--- config.mk ---
export PLATFORM = sky130hd
export DESIGN_NAME = gcd_lcm_unit
export DESIGN_NICKNAME = d
export VERILOG_FILES = /design/src/hw/rtl/glcm_pkg.sv /design/src/hw/rtl/glcm_ctrl.sv /design/src/hw/rtl/glcm_dp.sv /design/src/hw/rtl/gcd_lcm_unit.sv
export SDC_FILE = /design/constraint.sdc
export NUM_CORES = 1
export LEC_CHECK = 0
export BUFFER_PORTS_ARGS = -buffer_cell sky130_fd_sc_hd__buf_4
export CORE_UTILIZATION = 50
export DETAILED_ROUTE_END_ITERATION = 16
export PLACE_DENSITY = 0.75
export SETUP_SLACK_MARGIN = 0.15
export SYNTH_ARGS = -nofsm -noshare
export SYNTH_HDL_FRONTEND = slang
export SYNTH_SLANG_ARGS = --single-unit
--- constraint.sdc ---
create_clock -name clk -period 9.5 [get_ports clk]
set_input_delay 0.475 -clock clk [delete_from_list [all_inputs] [get_ports clk]]
set_output_delay 0.475 -clock clk [all_outputs]
set_load 0.005 [all_outputs]
--- src/hw/rtl/glcm_pkg.sv ---
// shared types and constants for the gcd / lcm unit
// no dependencies
package glcm_pkg;

  localparam int IN_BITS   = 32;
  localparam int DIV_BITS  = 32;
  localparam int MUL_BITS  = 63;
  localparam int S_TDATA_W = 64;
  localparam int M_TDATA_W = 96;

  // controller to datapath
  typedef struct packed {
    logic load;
    logic gcd_step;
    logic gcd_finish;
    logic div_step;
    logic mul_step;
    logic out_load;
  } glcm_cmd_t;

  // datapath to controller
  typedef struct packed {
    logic gcd_done;
    logic cnt_last;
  } glcm_status_t;

endpackage

--- src/hw/rtl/glcm_ctrl.sv ---
// controller state machine for the gcd / lcm unit
// depends on glcm_pkg
module glcm_ctrl (
  input  logic                   clk,
  input  logic                   rst,
  input  logic                   s_tvalid,
  output logic                   s_tready,
  output logic                   m_tvalid,
  input  logic                   m_tready,
  input  glcm_pkg::glcm_status_t status,
  output glcm_pkg::glcm_cmd_t    cmd
);
  import glcm_pkg::*;

  typedef enum logic [2:0] {S_IDLE, S_GCD, S_DIV, S_MUL, S_DONE} state_t;

  state_t state, state_next;
  logic   out_free;

  assign s_tready = (state == S_IDLE);
  assign out_free = !m_tvalid || m_tready;

  always_comb begin
    cmd        = '0;
    state_next = state;
    unique case (state)
      S_IDLE: begin
        if (s_tvalid) begin
          cmd.load   = 1'b1;
          state_next = S_GCD;
        end
      end
      S_GCD: begin
        if (status.gcd_done) begin
          cmd.gcd_finish = 1'b1;
          state_next     = S_DIV;
        end else begin
          cmd.gcd_step = 1'b1;
        end
      end
      S_DIV: begin
        cmd.div_step = 1'b1;
        if (status.cnt_last) begin
          state_next = S_MUL;
        end
      end
      S_MUL: begin
        cmd.mul_step = 1'b1;
        if (status.cnt_last) begin
          state_next = S_DONE;
        end
      end
      S_DONE: begin
        // wait until the output register is free
        if (out_free) begin
          cmd.out_load = 1'b1;
          state_next   = S_IDLE;
        end
      end
      default: state_next = S_IDLE;
    endcase
  end

  always_ff @(posedge clk) begin
    if (rst) begin
      state    <= S_IDLE;
      m_tvalid <= 1'b0;
    end else begin
      state <= state_next;
      if (cmd.out_load) begin
        m_tvalid <= 1'b1;
      end else if (m_tready) begin
        m_tvalid <= 1'b0;
      end
    end
  end

endmodule

--- src/hw/rtl/glcm_dp.sv ---
// datapath: binary gcd, shift-subtract divider and shift-add multiplier
// depends on glcm_pkg
module glcm_dp #(
  parameter int WIDTH = 32
) (
  input  logic                            clk,
  input  logic [glcm_pkg::S_TDATA_W-1:0]  s_tdata,
  output logic [glcm_pkg::M_TDATA_W-1:0]  m_tdata,
  input  glcm_pkg::glcm_cmd_t             cmd,
  output glcm_pkg::glcm_status_t          status
);
  import glcm_pkg::*;

  localparam int KW = $clog2(WIDTH);
  localparam int CW = $clog2(WIDTH);
  localparam int PW = 2 * WIDTH;

  logic [WIDTH-1:0]    op_a, op_b, in_mag_a, in_mag_b;
  logic [WIDTH-1:0]    ua, ub, mag_a, mag_b, g;
  logic [KW-1:0]       k;
  logic [WIDTH-1:0]    rem, quo, hi;
  logic [CW-1:0]       cnt;
  logic [WIDTH:0]      diff_ab, diff_ba, trial, sum;
  logic [PW-1:0]       prod;
  logic [MUL_BITS-1:0] mul_res;
  logic [DIV_BITS-1:0] div_out;
  logic [MUL_BITS-1:0] mul_out;

  // operand is the low WIDTH bits of the field, zero-extended when wider
  assign op_a     = WIDTH'(s_tdata[IN_BITS-1:0]);
  assign op_b     = WIDTH'(s_tdata[2*IN_BITS-1:IN_BITS]);
  assign in_mag_a = op_a[WIDTH-1] ? (~op_a + WIDTH'(1)) : op_a;
  assign in_mag_b = op_b[WIDTH-1] ? (~op_b + WIDTH'(1)) : op_b;

  assign diff_ab = {1'b0, ua} - {1'b0, ub};
  assign diff_ba = {1'b0, ub} - {1'b0, ua};
  assign trial   = {rem, quo[WIDTH-1]} - {1'b0, g};
  assign sum     = {1'b0, hi} + (quo[0] ? {1'b0, mag_b} : '0);
  assign prod    = {hi, quo};

  generate
    if (PW > MUL_BITS) begin : g_sat
      assign mul_res = (|prod[PW-1:MUL_BITS]) ? '1 : prod[MUL_BITS-1:0];
    end else begin : g_nosat
      assign mul_res = MUL_BITS'(prod);
    end
  endgenerate

  assign status.gcd_done = (ua == '0) || (ub == '0);
  assign status.cnt_last = (cnt == CW'(WIDTH - 1));

  always_ff @(posedge clk) begin
    if (cmd.load) begin
      ua    <= in_mag_a;
      ub    <= in_mag_b;
      mag_a <= in_mag_a;
      mag_b <= in_mag_b;
      k     <= '0;
    end
    if (cmd.gcd_step) begin
      case ({ua[0], ub[0]})
        2'b00: begin
          ua <= ua >> 1;
          ub <= ub >> 1;
          k  <= k + 1'b1;
        end
        2'b01: ua <= ua >> 1;
        2'b10: ub <= ub >> 1;
        default: begin
          // both odd: the difference is even, halve it at once
          if (!diff_ab[WIDTH]) begin
            ua <= diff_ab[WIDTH:1];
          end else begin
            ub <= diff_ba[WIDTH:1];
          end
        end
      endcase
    end
    if (cmd.gcd_finish) begin
      g   <= (ua | ub) << k;
      rem <= '0;
      quo <= mag_a;
      hi  <= '0;
      cnt <= '0;
    end
    if (cmd.div_step) begin
      if (!trial[WIDTH]) begin
        rem <= trial[WIDTH-1:0];
        quo <= {quo[WIDTH-2:0], 1'b1};
      end else begin
        rem <= {rem[WIDTH-2:0], quo[WIDTH-1]};
        quo <= {quo[WIDTH-2:0], 1'b0};
      end
    end
    if (cmd.mul_step) begin
      // quotient bits leave at the bottom, product bits enter at the top
      hi  <= sum[WIDTH:1];
      quo <= {sum[0], quo[WIDTH-1:1]};
    end
    if (cmd.div_step || cmd.mul_step) begin
      cnt <= status.cnt_last ? '0 : cnt + 1'b1;
    end
    if (cmd.out_load) begin
      div_out <= DIV_BITS'(g);
      mul_out <= (g == '0) ? '0 : mul_res;
    end
  end

  assign m_tdata = {1'b0, mul_out, div_out};

endmodule

--- src/hw/rtl/gcd_lcm_unit.sv ---
// gcd / lcm unit: one result per request, one request in flight at a time.
// from accept to m_tvalid: the load, G binary gcd steps (G at most 2*WIDTH),
// the gcd finish, then WIDTH divider and WIDTH multiplier steps, and the
// output load, which waits while the output register still holds a result.
// a new request can be taken from the same cycle that m_tvalid rises for the previous result.
// synchronous reset returns the controller to idle and clears m_tvalid.
module gcd_lcm_unit #(
  parameter int WIDTH = 32
) (
  input  logic                           clk,
  input  logic                           rst,
  input  logic                           s_tvalid,
  output logic                           s_tready,
  // [31:0] first_value, [63:32] second_value
  input  logic [glcm_pkg::S_TDATA_W-1:0] s_tdata,
  output logic                           m_tvalid,
  input  logic                           m_tready,
  // [31:0] divisor_value, [94:32] multiple_value, [95] zero
  output logic [glcm_pkg::M_TDATA_W-1:0] m_tdata
);
  import glcm_pkg::*;

  glcm_cmd_t    cmd;
  glcm_status_t status;

  glcm_ctrl u_ctrl (
    .clk      (clk),
    .rst      (rst),
    .s_tvalid (s_tvalid),
    .s_tready (s_tready),
    .m_tvalid (m_tvalid),
    .m_tready (m_tready),
    .status   (status),
    .cmd      (cmd)
  );

  glcm_dp #(
    .WIDTH (WIDTH)
  ) u_dp (
    .clk     (clk),
    .s_tdata (s_tdata),
    .m_tdata (m_tdata),
    .cmd     (cmd),
    .status  (status)
  );

endmodule

==> flow_summary.html, run 1 <==
<table>
<tr><th>Metric</th><th>Value</th></tr>
<tr><th colspan="2">Place</th></tr>
<tr><td>Final HPWL from detailed placement</td><td>56300 um</td></tr>
<tr><td>Pre-CTS setup slack</td><td>5140 ps</td></tr>
<tr><td>Number of I/O port buffers</td><td>164</td></tr>
<tr><td>Final Wtd Congestion</td><td>0.974</td></tr>
<tr><th colspan="2">Global route</th></tr>
<tr><td>Initial antenna violation count</td><td>3</td></tr>
<tr><td>Largest net degree at the start of global routing</td><td>76</td></tr>
<tr><td>Total Routing Usage GR</td><td>29.1%</td></tr>
<tr><td>First-pass GRT wire length</td><td>113000 um</td></tr>
<tr><td>Vias in the first global route</td><td>19100</td></tr>
<tr><td>Overflow after GRT</td><td>0</td></tr>
<tr><th colspan="2">STA</th></tr>
<tr><td>Final critical delay including setup and external delays</td><td>4510 ps</td></tr>
<tr><td>Largest clock skew in the final design</td><td>34.1 ps</td></tr>
<tr><td>Final critical-path setup slack</td><td>4990 ps</td></tr>
<tr><td>Setup-violating endpoint count in the final report</td><td>0</td></tr>
<tr><td>Max_slew headroom</td><td>15.6%</td></tr>
<tr><td>Share of the clock period used by the worst path after layout</td><td>47.4%</td></tr>
<tr><td>Hold violation total from the final report</td><td>0</td></tr>
<tr><td>Fmax achieved</td><td>222 MHz</td></tr>
<tr><td>Setup total negative slack</td><td>0 ps</td></tr>
<tr><td>Unrepaired setup endpoints after global routing</td><td>no</td></tr>
<tr><td>Worst slew pin tran</td><td>1260 ps</td></tr>
<tr><td>Max-slew violation count</td><td>0</td></tr>
<tr><th colspan="2">Yosys</th></tr>
<tr><td>Avg Synthesized Cell Area</td><td>9.64 um2</td></tr>
<tr><td>Cells taking the most area after synthesis</td><td>sky130_fd_sc_hd__edfxtp_1 36%, sky130_fd_sc_hd__ha_1 8.3%, sky130_fd_sc_hd__dfxtp_1 6.0%</td></tr>
<tr><td>Syn_nets</td><td>2766</td></tr>
<tr><td>Proportion of synthesized flip-flops having asynchronous set or reset</td><td>0%</td></tr>
<tr><td>Post-synth design cell area</td><td>0.0244 mm2</td></tr>
<tr><td>Sequential-to-total area share from yosys stat</td><td>41.9%</td></tr>
<tr><td>Most frequent cells after synthesis</td><td>343 x sky130_fd_sc_hd__nor2_1, 292 x sky130_fd_sc_hd__edfxtp_1, 176 x sky130_fd_sc_hd__a21oi_1</td></tr>
<tr><td>Number of synthesized flops with an enable pin</td><td>292</td></tr>
<tr><td>Synthesis-stage register bit count</td><td>365</td></tr>
<tr><td>Fraction of synthesized cell area taken by the top area cell type</td><td>35.9%</td></tr>
<tr><td>Post-Synthesis Cells</td><td>2532</td></tr>
<tr><td>Prevailing post-synth register cell</td><td>sky130_fd_sc_hd__edfxtp_1</td></tr>
<tr><td>Biggest area consumer among synthesized cells</td><td>sky130_fd_sc_hd__edfxtp_1</td></tr>
<tr><td>Total number of yosys warnings</td><td>0</td></tr>
<tr><td>Number of library cell types mapped by synthesis</td><td>80</td></tr>
<tr><td>Most common cell in the synthesized netlist</td><td>sky130_fd_sc_hd__nor2_1</td></tr>
<tr><th colspan="2">Final layout</th></tr>
<tr><td>Area growth, synth to finish</td><td>12.4%</td></tr>
<tr><td>Final core occ</td><td>57.2%</td></tr>
<tr><td>Number of nets at the end of the flow</td><td>2867</td></tr>
<tr><td>Ratio of cells with drive above 1 in the final layout</td><td>12.2%</td></tr>
<tr><td>Antenna cell count</td><td>0</td></tr>
<tr><td>Fill cells</td><td>4085</td></tr>
<tr><th colspan="2">Drt</th></tr>
<tr><td>Final antenna-violating net count</td><td>0</td></tr>
<tr><td>First-pass DRT Iterations</td><td>6</td></tr>
<tr><td>Drt first-iter violations</td><td>2555</td></tr>
<tr><td>Ratio of routed vias to standard cells</td><td>6.28</td></tr>
<tr><td>Post-route DRC</td><td>0</td></tr>
<tr><td>Average wire per standard cell</td><td>22.6 um</td></tr>
<tr><td>Via total after detailed routing</td><td>20600</td></tr>
<tr><td>Final routed wirelength across all metal layers</td><td>74000 um</td></tr>
<tr><th colspan="2">Clocking</th></tr>
<tr><td>Maximum buffer depth of the clock tree</td><td>3</td></tr>
<tr><td>Post-CTS Hold Fix Bufs</td><td>0</td></tr>
<tr><td>CTS Root Buffer Type</td><td>sky130_fd_sc_hd__clkbuf_16</td></tr>
<tr><td>CTS tree</td><td>yes</td></tr>
<tr><td>Clock sink count</td><td>365</td></tr>
<tr><td>H-tree Lvls</td><td>2</td></tr>
<tr><td>Post-CTS setup-driven buffer insertion count</td><td>0</td></tr>
<tr><td>Post-CTS resize count</td><td>0</td></tr>
<tr><td>Worst-Skew Late Latency</td><td>580 ps</td></tr>
<tr><td>Clock-pin slew of the registers on the worst-case setup and hold paths</td><td>60 ps</td></tr>
<tr><td>TritonCTS buffer count</td><td>42</td></tr>
<tr><th colspan="2">Critical path</th></tr>
<tr><td>Worst setup path class</td><td>flip-flop to flip-flop</td></tr>
<tr><td>Length in cells of the worst reg-to-reg path</td><td>12</td></tr>
<tr><td>Maximum net fanout on the critical path</td><td>34</td></tr>
<tr><td>CP required</td><td>9810 ps</td></tr>
<tr><td>Startpoint types</td><td>flip-flop</td></tr>
<tr><td>Worst setup EP type</td><td>flip-flop</td></tr>
<tr><td>Data arrival time of the critical path</td><td>4810 ps</td></tr>
<tr><th colspan="2">Floorplanning</th></tr>
<tr><td>Total die area</td><td>0.0497 mm2</td></tr>
<tr><td>Count of standard-cell rows</td><td>80</td></tr>
<tr><td>Number of ports placed on the die boundary</td><td>166</td></tr>
<tr><td>Core footprint</td><td>0.0479 mm2</td></tr>
<tr><td>Initial cell density of the core</td><td>50.9%</td></tr>
<tr><td>Die height</td><td>223 um</td></tr>
<tr><td>Overall die width</td><td>223 um</td></tr>
<tr><th colspan="2">Power</th></tr>
<tr><td>Pwr Density</td><td>279 mW/mm2</td></tr>
<tr><td>Leakage power</td><td>0.0104 uW</td></tr>
<tr><td>Worst vdd rail ir drop</td><td>143 uV</td></tr>
<tr><td>Overall power after layout</td><td>7650 uW</td></tr>
<tr><th colspan="2">Run status</th></tr>
<tr><td>Result of the run</td><td>completed</td></tr>
<tr><th colspan="2">Min path</th></tr>
<tr><td>Cell depth of the worst hold path</td><td>2</td></tr>
<tr><td>Path class of the lowest-slack min-delay path</td><td>primary input to flip-flop</td></tr>
<tr><th colspan="2">Run</th></tr>
<tr><td>Maximum capacitance violations</td><td>0</td></tr>
</table>
layout by cell type (no fill, tap or decap), types with 29 or more instances in the layout:
| cell | netlist | routed |
|---|---|---|
| sky130_fd_sc_hd__a211oi_1 | 57 | 57 |
| sky130_fd_sc_hd__a21o_1 | 39 | 39 |
| sky130_fd_sc_hd__a21oi_1 | 176 | 174 |
| sky130_fd_sc_hd__and2_1 | 42 | 42 |
| sky130_fd_sc_hd__buf_4 | 1 | 185 |
| sky130_fd_sc_hd__clkbuf_16 | 0 | 43 |
| sky130_fd_sc_hd__dfxtp_1 | 73 | 70 |
| sky130_fd_sc_hd__edfxtp_1 | 292 | 292 |
| sky130_fd_sc_hd__ha_1 | 162 | 162 |
| sky130_fd_sc_hd__inv_1 | 151 | 150 |
| sky130_fd_sc_hd__mux2i_1 | 82 | 82 |
| sky130_fd_sc_hd__nand2_1 | 125 | 123 |
| sky130_fd_sc_hd__nand2b_1 | 30 | 29 |
| sky130_fd_sc_hd__nor2_1 | 343 | 341 |
| sky130_fd_sc_hd__nor3_1 | 42 | 42 |
| sky130_fd_sc_hd__nor4_1 | 42 | 40 |
| sky130_fd_sc_hd__o21ai_0 | 149 | 149 |
| sky130_fd_sc_hd__xnor2_1 | 139 | 138 |
| sky130_fd_sc_hd__xor2_1 | 32 | 32 |
registers in the layout, summed over array words and instances (netlist names), 32 cells and up:
signal,flops
u_dp.mul_out,63
u_dp.div_out,32
u_dp.g,32
u_dp.hi,32
u_dp.mag_a,32
u_dp.mag_b,32
u_dp.quo,32
u_dp.rem,32
u_dp.ua,32
u_dp.ub,32
routing by layer:
metal	GRT usage, %	share of wire [%]	up-vias
met5	0	0.012	-
met2	44.9	44	1038
met3	4.79	9.0	166
met1	41.4	43	9894
met4	10.1	3.7	2
li1	-	-	9488
worst max-delay path, cell delays in order (launching register included):
cell	delay, ps
sky130_fd_sc_hd__edfxtp_1	780
sky130_fd_sc_hd__and2_1	320
sky130_fd_sc_hd__ha_1	210
sky130_fd_sc_hd__fa_1	450
sky130_fd_sc_hd__a211oi_1	270
sky130_fd_sc_hd__nor2_1	110
sky130_fd_sc_hd__o31ai_1	470
sky130_fd_sc_hd__a211oi_1	250
sky130_fd_sc_hd__a31oi_1	380
sky130_fd_sc_hd__o21ai_0	300
sky130_fd_sc_hd__a311oi_1	460
sky130_fd_sc_hd__xor2_1	190
sky130_fd_sc_hd__nor2_1	50
kinds of logic after synthesis:
logic type                 count (synthesis)  share of synthesized area [%]
AOI/OAI and AO/OA                        659                           17.6
xor gates and xnor gates                 171                           6.13
adders and majority gates                166                           8.63
buffers and inverters                    281                           4.39
DFF                                      365                           41.9
muxes                                    123                           6.54
other                                      1                         0.0154
and+or+nand+nor                          766                           14.8
metrics by stage:
stage / instance area [um2] / cells / hold WS (ps)
6_report: 27400 / 3279 / 108
5_1_grt: 27400 / 3279 / 94.2
4_1_cts: 27400 / 3279 / 89.7
3_5_place_dp: 26100 / 3204 / 473
3_3_place_gp: 26100 / 3204 / 463
2_1_floorplan: 24400 / 2532 / 450
path summary, 6_finish.rpt:
| path | endpoint | slack, ps | from |
|---|---|---|---|
| max | u_dp.hi[29] | 4990 | u_dp.quo[0] |
| min reg2reg | u_dp.div_out[2] | 480 | u_dp.g[2] |
| min | u_ctrl.state[0] | 110 | rst |
| max reg2reg | u_dp.hi[29] | 4990 | u_dp.quo[0] |
area by class of cell:
| type | instances | area (um2) | share of cell area (%) |
|---|---|---|---|
| sequential | 365 | 10200 | 37.3 |
| clock inverter | 22 | 194 | 0.707 |
| multi-input combinational | 1886 | 13200 | 48.0 |
| clock buffer | 53 | 1120 | 4.09 |
| tap | 615 | 769 | 2.80 |
| inverter | 153 | 577 | 2.10 |
| timing repair buffer | 185 | 1390 | 5.06 |
where the power goes:
group / leakage, uW / internal, uW / total (uW) / switching (uW)
Sequential: 0.00321 / 1930 / 2180 / 252
Clock: 0.000636 / 920 / 1590 / 675
Combinational: 0.00653 / 1510 / 3880 / 2370
Total: 0.0104 / 4350 / 7650 / 3300
Power figures use the tool's default switching activity.
==> run 2, diff against run 1 <==
--- a/config.mk
+++ b/config.mk
@@ -8,7 +8,7 @@
 export BUFFER_PORTS_ARGS = -buffer_cell sky130_fd_sc_hd__buf_4
 export CORE_UTILIZATION = 50
 export DETAILED_ROUTE_END_ITERATION = 16
-export PLACE_DENSITY = 0.75
+export PLACE_DENSITY = 0.78
 export SETUP_SLACK_MARGIN = 0.15
 export SYNTH_ARGS = -nofsm -noshare
 export SYNTH_HDL_FRONTEND = slang
==> constraint.sdc (replaced) <==
create_clock -name clk -period 4.1 [get_ports clk]
set_input_delay 0.205 -clock clk [delete_from_list [all_inputs] [get_ports clk]]
set_output_delay 0.205 -clock clk [all_outputs]
set_load 0.005 [all_outputs]
==> run 2 against run 1 <==
Against the previous run: sequential power grew 130%; sequential cell count is the same; worst setup slack lost 4600 ps; largest power group unchanged.
==> flow_summary.html, run 2 (same netlist as run 1, synthesis figures left out) <==
<table>
<tr><th>Metric</th><th>Value</th></tr>
<tr><th colspan="2">Floorplanning</th></tr>
<tr><td>Die height</td><td>223 um</td></tr>
<tr><td>Core footprint</td><td>0.0479 mm2</td></tr>
<tr><td>Overall die width</td><td>223 um</td></tr>
<tr><td>Total die area</td><td>0.0497 mm2</td></tr>
<tr><td>Count of standard-cell rows</td><td>80</td></tr>
<tr><td>Number of ports placed on the die boundary</td><td>166</td></tr>
<tr><td>Initial cell density of the core</td><td>50.9%</td></tr>
<tr><th colspan="2">Critical path</th></tr>
<tr><td>Startpoint types</td><td>flip-flop</td></tr>
<tr><td>R2R Setup Slk</td><td>350 ps</td></tr>
<tr><td>Data arrival time of the critical path</td><td>4220 ps</td></tr>
<tr><td>Worst setup path class</td><td>flip-flop to flip-flop</td></tr>
<tr><td>Worst r2r src</td><td>u_dp.ub[2]</td></tr>
<tr><td>Maximum net fanout on the critical path</td><td>6</td></tr>
<tr><td>Length in cells of the worst reg-to-reg path</td><td>12</td></tr>
<tr><td>Terminus of the critical flop-to-flop path</td><td>u_dp.ub[19]</td></tr>
<tr><td>Worst setup EP type</td><td>flip-flop</td></tr>
<tr><td>CP required</td><td>4570 ps</td></tr>
<tr><th colspan="2">STA</th></tr>
<tr><td>Fmax achieved</td><td>267 MHz</td></tr>
<tr><td>Final critical delay including setup and external delays</td><td>3750 ps</td></tr>
<tr><td>Setup total negative slack</td><td>0 ps</td></tr>
<tr><td>Max-slew violation count</td><td>0</td></tr>
<tr><td>Worst hold margin</td><td>28.1 ps</td></tr>
<tr><td>Worst slew pin tran</td><td>1150 ps</td></tr>
<tr><td>Setup-violating endpoint count in the final report</td><td>0</td></tr>
<tr><td>Hold violation total from the final report</td><td>0</td></tr>
<tr><td>Max_slew headroom</td><td>23.2%</td></tr>
<tr><td>Unrepaired setup endpoints after global routing</td><td>no</td></tr>
<tr><td>Largest clock skew in the final design</td><td>26.2 ps</td></tr>
<tr><td>Share of the clock period used by the worst path after layout</td><td>91.5%</td></tr>
<tr><th colspan="2">Drt</th></tr>
<tr><td>First-pass DRT Iterations</td><td>6</td></tr>
<tr><td>Post-route DRC</td><td>0</td></tr>
<tr><td>Average wire per standard cell</td><td>22.8 um</td></tr>
<tr><td>Final antenna-violating net count</td><td>0</td></tr>
<tr><td>Via total after detailed routing</td><td>20700</td></tr>
<tr><td>Drt first-iter violations</td><td>2506</td></tr>
<tr><td>Final routed wirelength across all metal layers</td><td>76100 um</td></tr>
<tr><td>Ratio of routed vias to standard cells</td><td>6.23</td></tr>
<tr><th colspan="2">Clocking</th></tr>
<tr><td>TritonCTS buffer count</td><td>41</td></tr>
<tr><td>CTS tree</td><td>yes</td></tr>
<tr><td>Worst-Skew Late Latency</td><td>590 ps</td></tr>
<tr><td>Clock sink count</td><td>365</td></tr>
<tr><td>CTS Root Buffer Type</td><td>sky130_fd_sc_hd__clkbuf_16</td></tr>
<tr><td>H-tree Lvls</td><td>2</td></tr>
<tr><td>Maximum buffer depth of the clock tree</td><td>3</td></tr>
<tr><td>Clock-pin slew of the registers on the worst-case setup and hold paths</td><td>70 ps</td></tr>
<tr><th colspan="2">Place</th></tr>
<tr><td>Final HPWL from detailed placement</td><td>58000 um</td></tr>
<tr><td>Placement-stage cell area</td><td>0.0264 mm2</td></tr>
<tr><td>Number of I/O port buffers</td><td>164</td></tr>
<tr><td>Final Wtd Congestion</td><td>1.00</td></tr>
<tr><th colspan="2">Min path</th></tr>
<tr><td>Endpoint, Worst Hold</td><td>u_dp.mag_b[19]</td></tr>
<tr><td>Cell depth of the worst hold path</td><td>2</td></tr>
<tr><td>Critical hold path startpoint</td><td>s_tdata[51]</td></tr>
<tr><td>Path class of the lowest-slack min-delay path</td><td>primary input to flip-flop</td></tr>
<tr><th colspan="2">Final layout</th></tr>
<tr><td>Max reg flops</td><td>63</td></tr>
<tr><td>Summed area of non-filler cells in the final layout</td><td>0.0281 mm2</td></tr>
<tr><td>Sequential cell area</td><td>0.0102 mm2</td></tr>
<tr><td>Area growth, synth to finish</td><td>15.0%</td></tr>
<tr><td>Commonest cells after routing, fill and taps aside</td><td>341 x sky130_fd_sc_hd__nor2_1, 292 x sky130_fd_sc_hd__edfxtp_1, 217 x sky130_fd_sc_hd__buf_4</td></tr>
<tr><td>Ratio of cells with drive above 1 in the final layout</td><td>13.7%</td></tr>
<tr><td>Fill cells</td><td>4061</td></tr>
<tr><td>Register with the highest flop count</td><td>u_dp.mul_out</td></tr>
<tr><td>Area of the multi-input gates</td><td>0.0132 mm2</td></tr>
<tr><td>Number of nets at the end of the flow</td><td>2916</td></tr>
<tr><td>Commonest non-fill, non-tap cell in the layout</td><td>sky130_fd_sc_hd__nor2_1</td></tr>
<tr><th colspan="2">Global route</th></tr>
<tr><td>Vias in the first global route</td><td>19400</td></tr>
<tr><td>Initial antenna violation count</td><td>4</td></tr>
<tr><td>Total Routing Usage GR</td><td>29.9%</td></tr>
<tr><td>Largest net degree at the start of global routing</td><td>72</td></tr>
<tr><td>First-pass GRT wire length</td><td>115000 um</td></tr>
<tr><td>Overflow after GRT</td><td>0</td></tr>
<tr><th colspan="2">Power</th></tr>
<tr><td>Worst vdd rail ir drop</td><td>343 uV</td></tr>
<tr><td>Leakage power</td><td>0.0107 uW</td></tr>
<tr><td>Pwr Density</td><td>655 mW/mm2</td></tr>
<tr><th colspan="2">Run status</th></tr>
<tr><td>Result of the run</td><td>completed</td></tr>
<tr><th colspan="2">Run</th></tr>
<tr><td>Maximum capacitance violations</td><td>0</td></tr>
</table>
-- run 2: changes by cell type in the layout (fill, tap and decap cells not counted), sizes merged, moves of 3 or more --
cell         before  now
buf             185  220
dlygate4sd3       0   15
bufinv            3    7
clkbuf           53   49
clkinv           16   19
diode             0    3
-- run 2: how the worst max path moves through the flow --
stage                     slack (ps)       startpoint  cells after the start           to
after floorplan                  330  u_ctrl.state[2]                      8  u_dp.ua[10]
after global placement           340       u_dp.ub[1]                     11  u_dp.ua[19]
after detailed placement         260       u_dp.ub[1]                     11  u_dp.ua[19]
after CTS                        200       u_dp.ub[1]                     11  u_dp.ua[19]
after global routing             190       u_dp.ub[2]                     12  u_dp.ub[19]
final                            350       u_dp.ub[2]                     12  u_dp.ub[19]
-- run 2: stage by stage --
stage / utilization [%] / worst slack (ps) / power (uW) / instances
after floorplan: - / 328 / 11300 / 2532
after global placement: 55.1 / 339 / 14100 / 3239
after detailed placement: 55.1 / 259 / 14100 / 3239
after CTS: 58.4 / 196 / 18100 / 3330
after global routing: 58.5 / 191 / 19300 / 3333
final: 58.5 / 348 / 18400 / 3333
-- run 2: layer usage --
layer  part of all wire [%]  track usage [%]  up-vias
met5                      0                0        -
met4                    3.6             10.5        0
met3                    8.5             4.57      147
met2                     44             45.3     1010
met1                     44             43.4     9998
li1                       -                -     9594
-- run 2: area by class of cell --
type                    count  area share (%)
multi-input cells        1886            47.0
flip-flops and latches    365            36.5
repair buffers            235            6.55
clock buffers              49            3.87
well taps                 615            2.74
inverters                 153            2.05
clock inverters            27            1.26
diodes                      3          0.0267
-- run 2: critical path: stages (launching register included) --
cell	delay [ps]
sky130_fd_sc_hd__dfxtp_1	430
sky130_fd_sc_hd__inv_1	120
sky130_fd_sc_hd__ha_1	430
sky130_fd_sc_hd__o21bai_2	130
sky130_fd_sc_hd__a2111oi_2	590
sky130_fd_sc_hd__o31ai_2	180
sky130_fd_sc_hd__a211oi_1	310
sky130_fd_sc_hd__buf_4	200
sky130_fd_sc_hd__o31a_1	220
sky130_fd_sc_hd__o21ai_0	190
sky130_fd_sc_hd__a211oi_1	430
sky130_fd_sc_hd__xnor2_1	110
sky130_fd_sc_hd__a221o_1	310
-- run 2: what timing repair did --
item	4_1_cts	5_1_grt
setup buffers	0	0
resized for setup	0	7
setup endpoints to repair	0	63
endpoints found under the hold margin	18	0
hold buffers	15	0
-- run 2: power by group --
group	total (uW)	internal, uW	switching (uW)
Sequential	5020	4460	563
Clock	3960	2350	1600
Combinational	9400	3680	5720
Total	18400	10500	7880
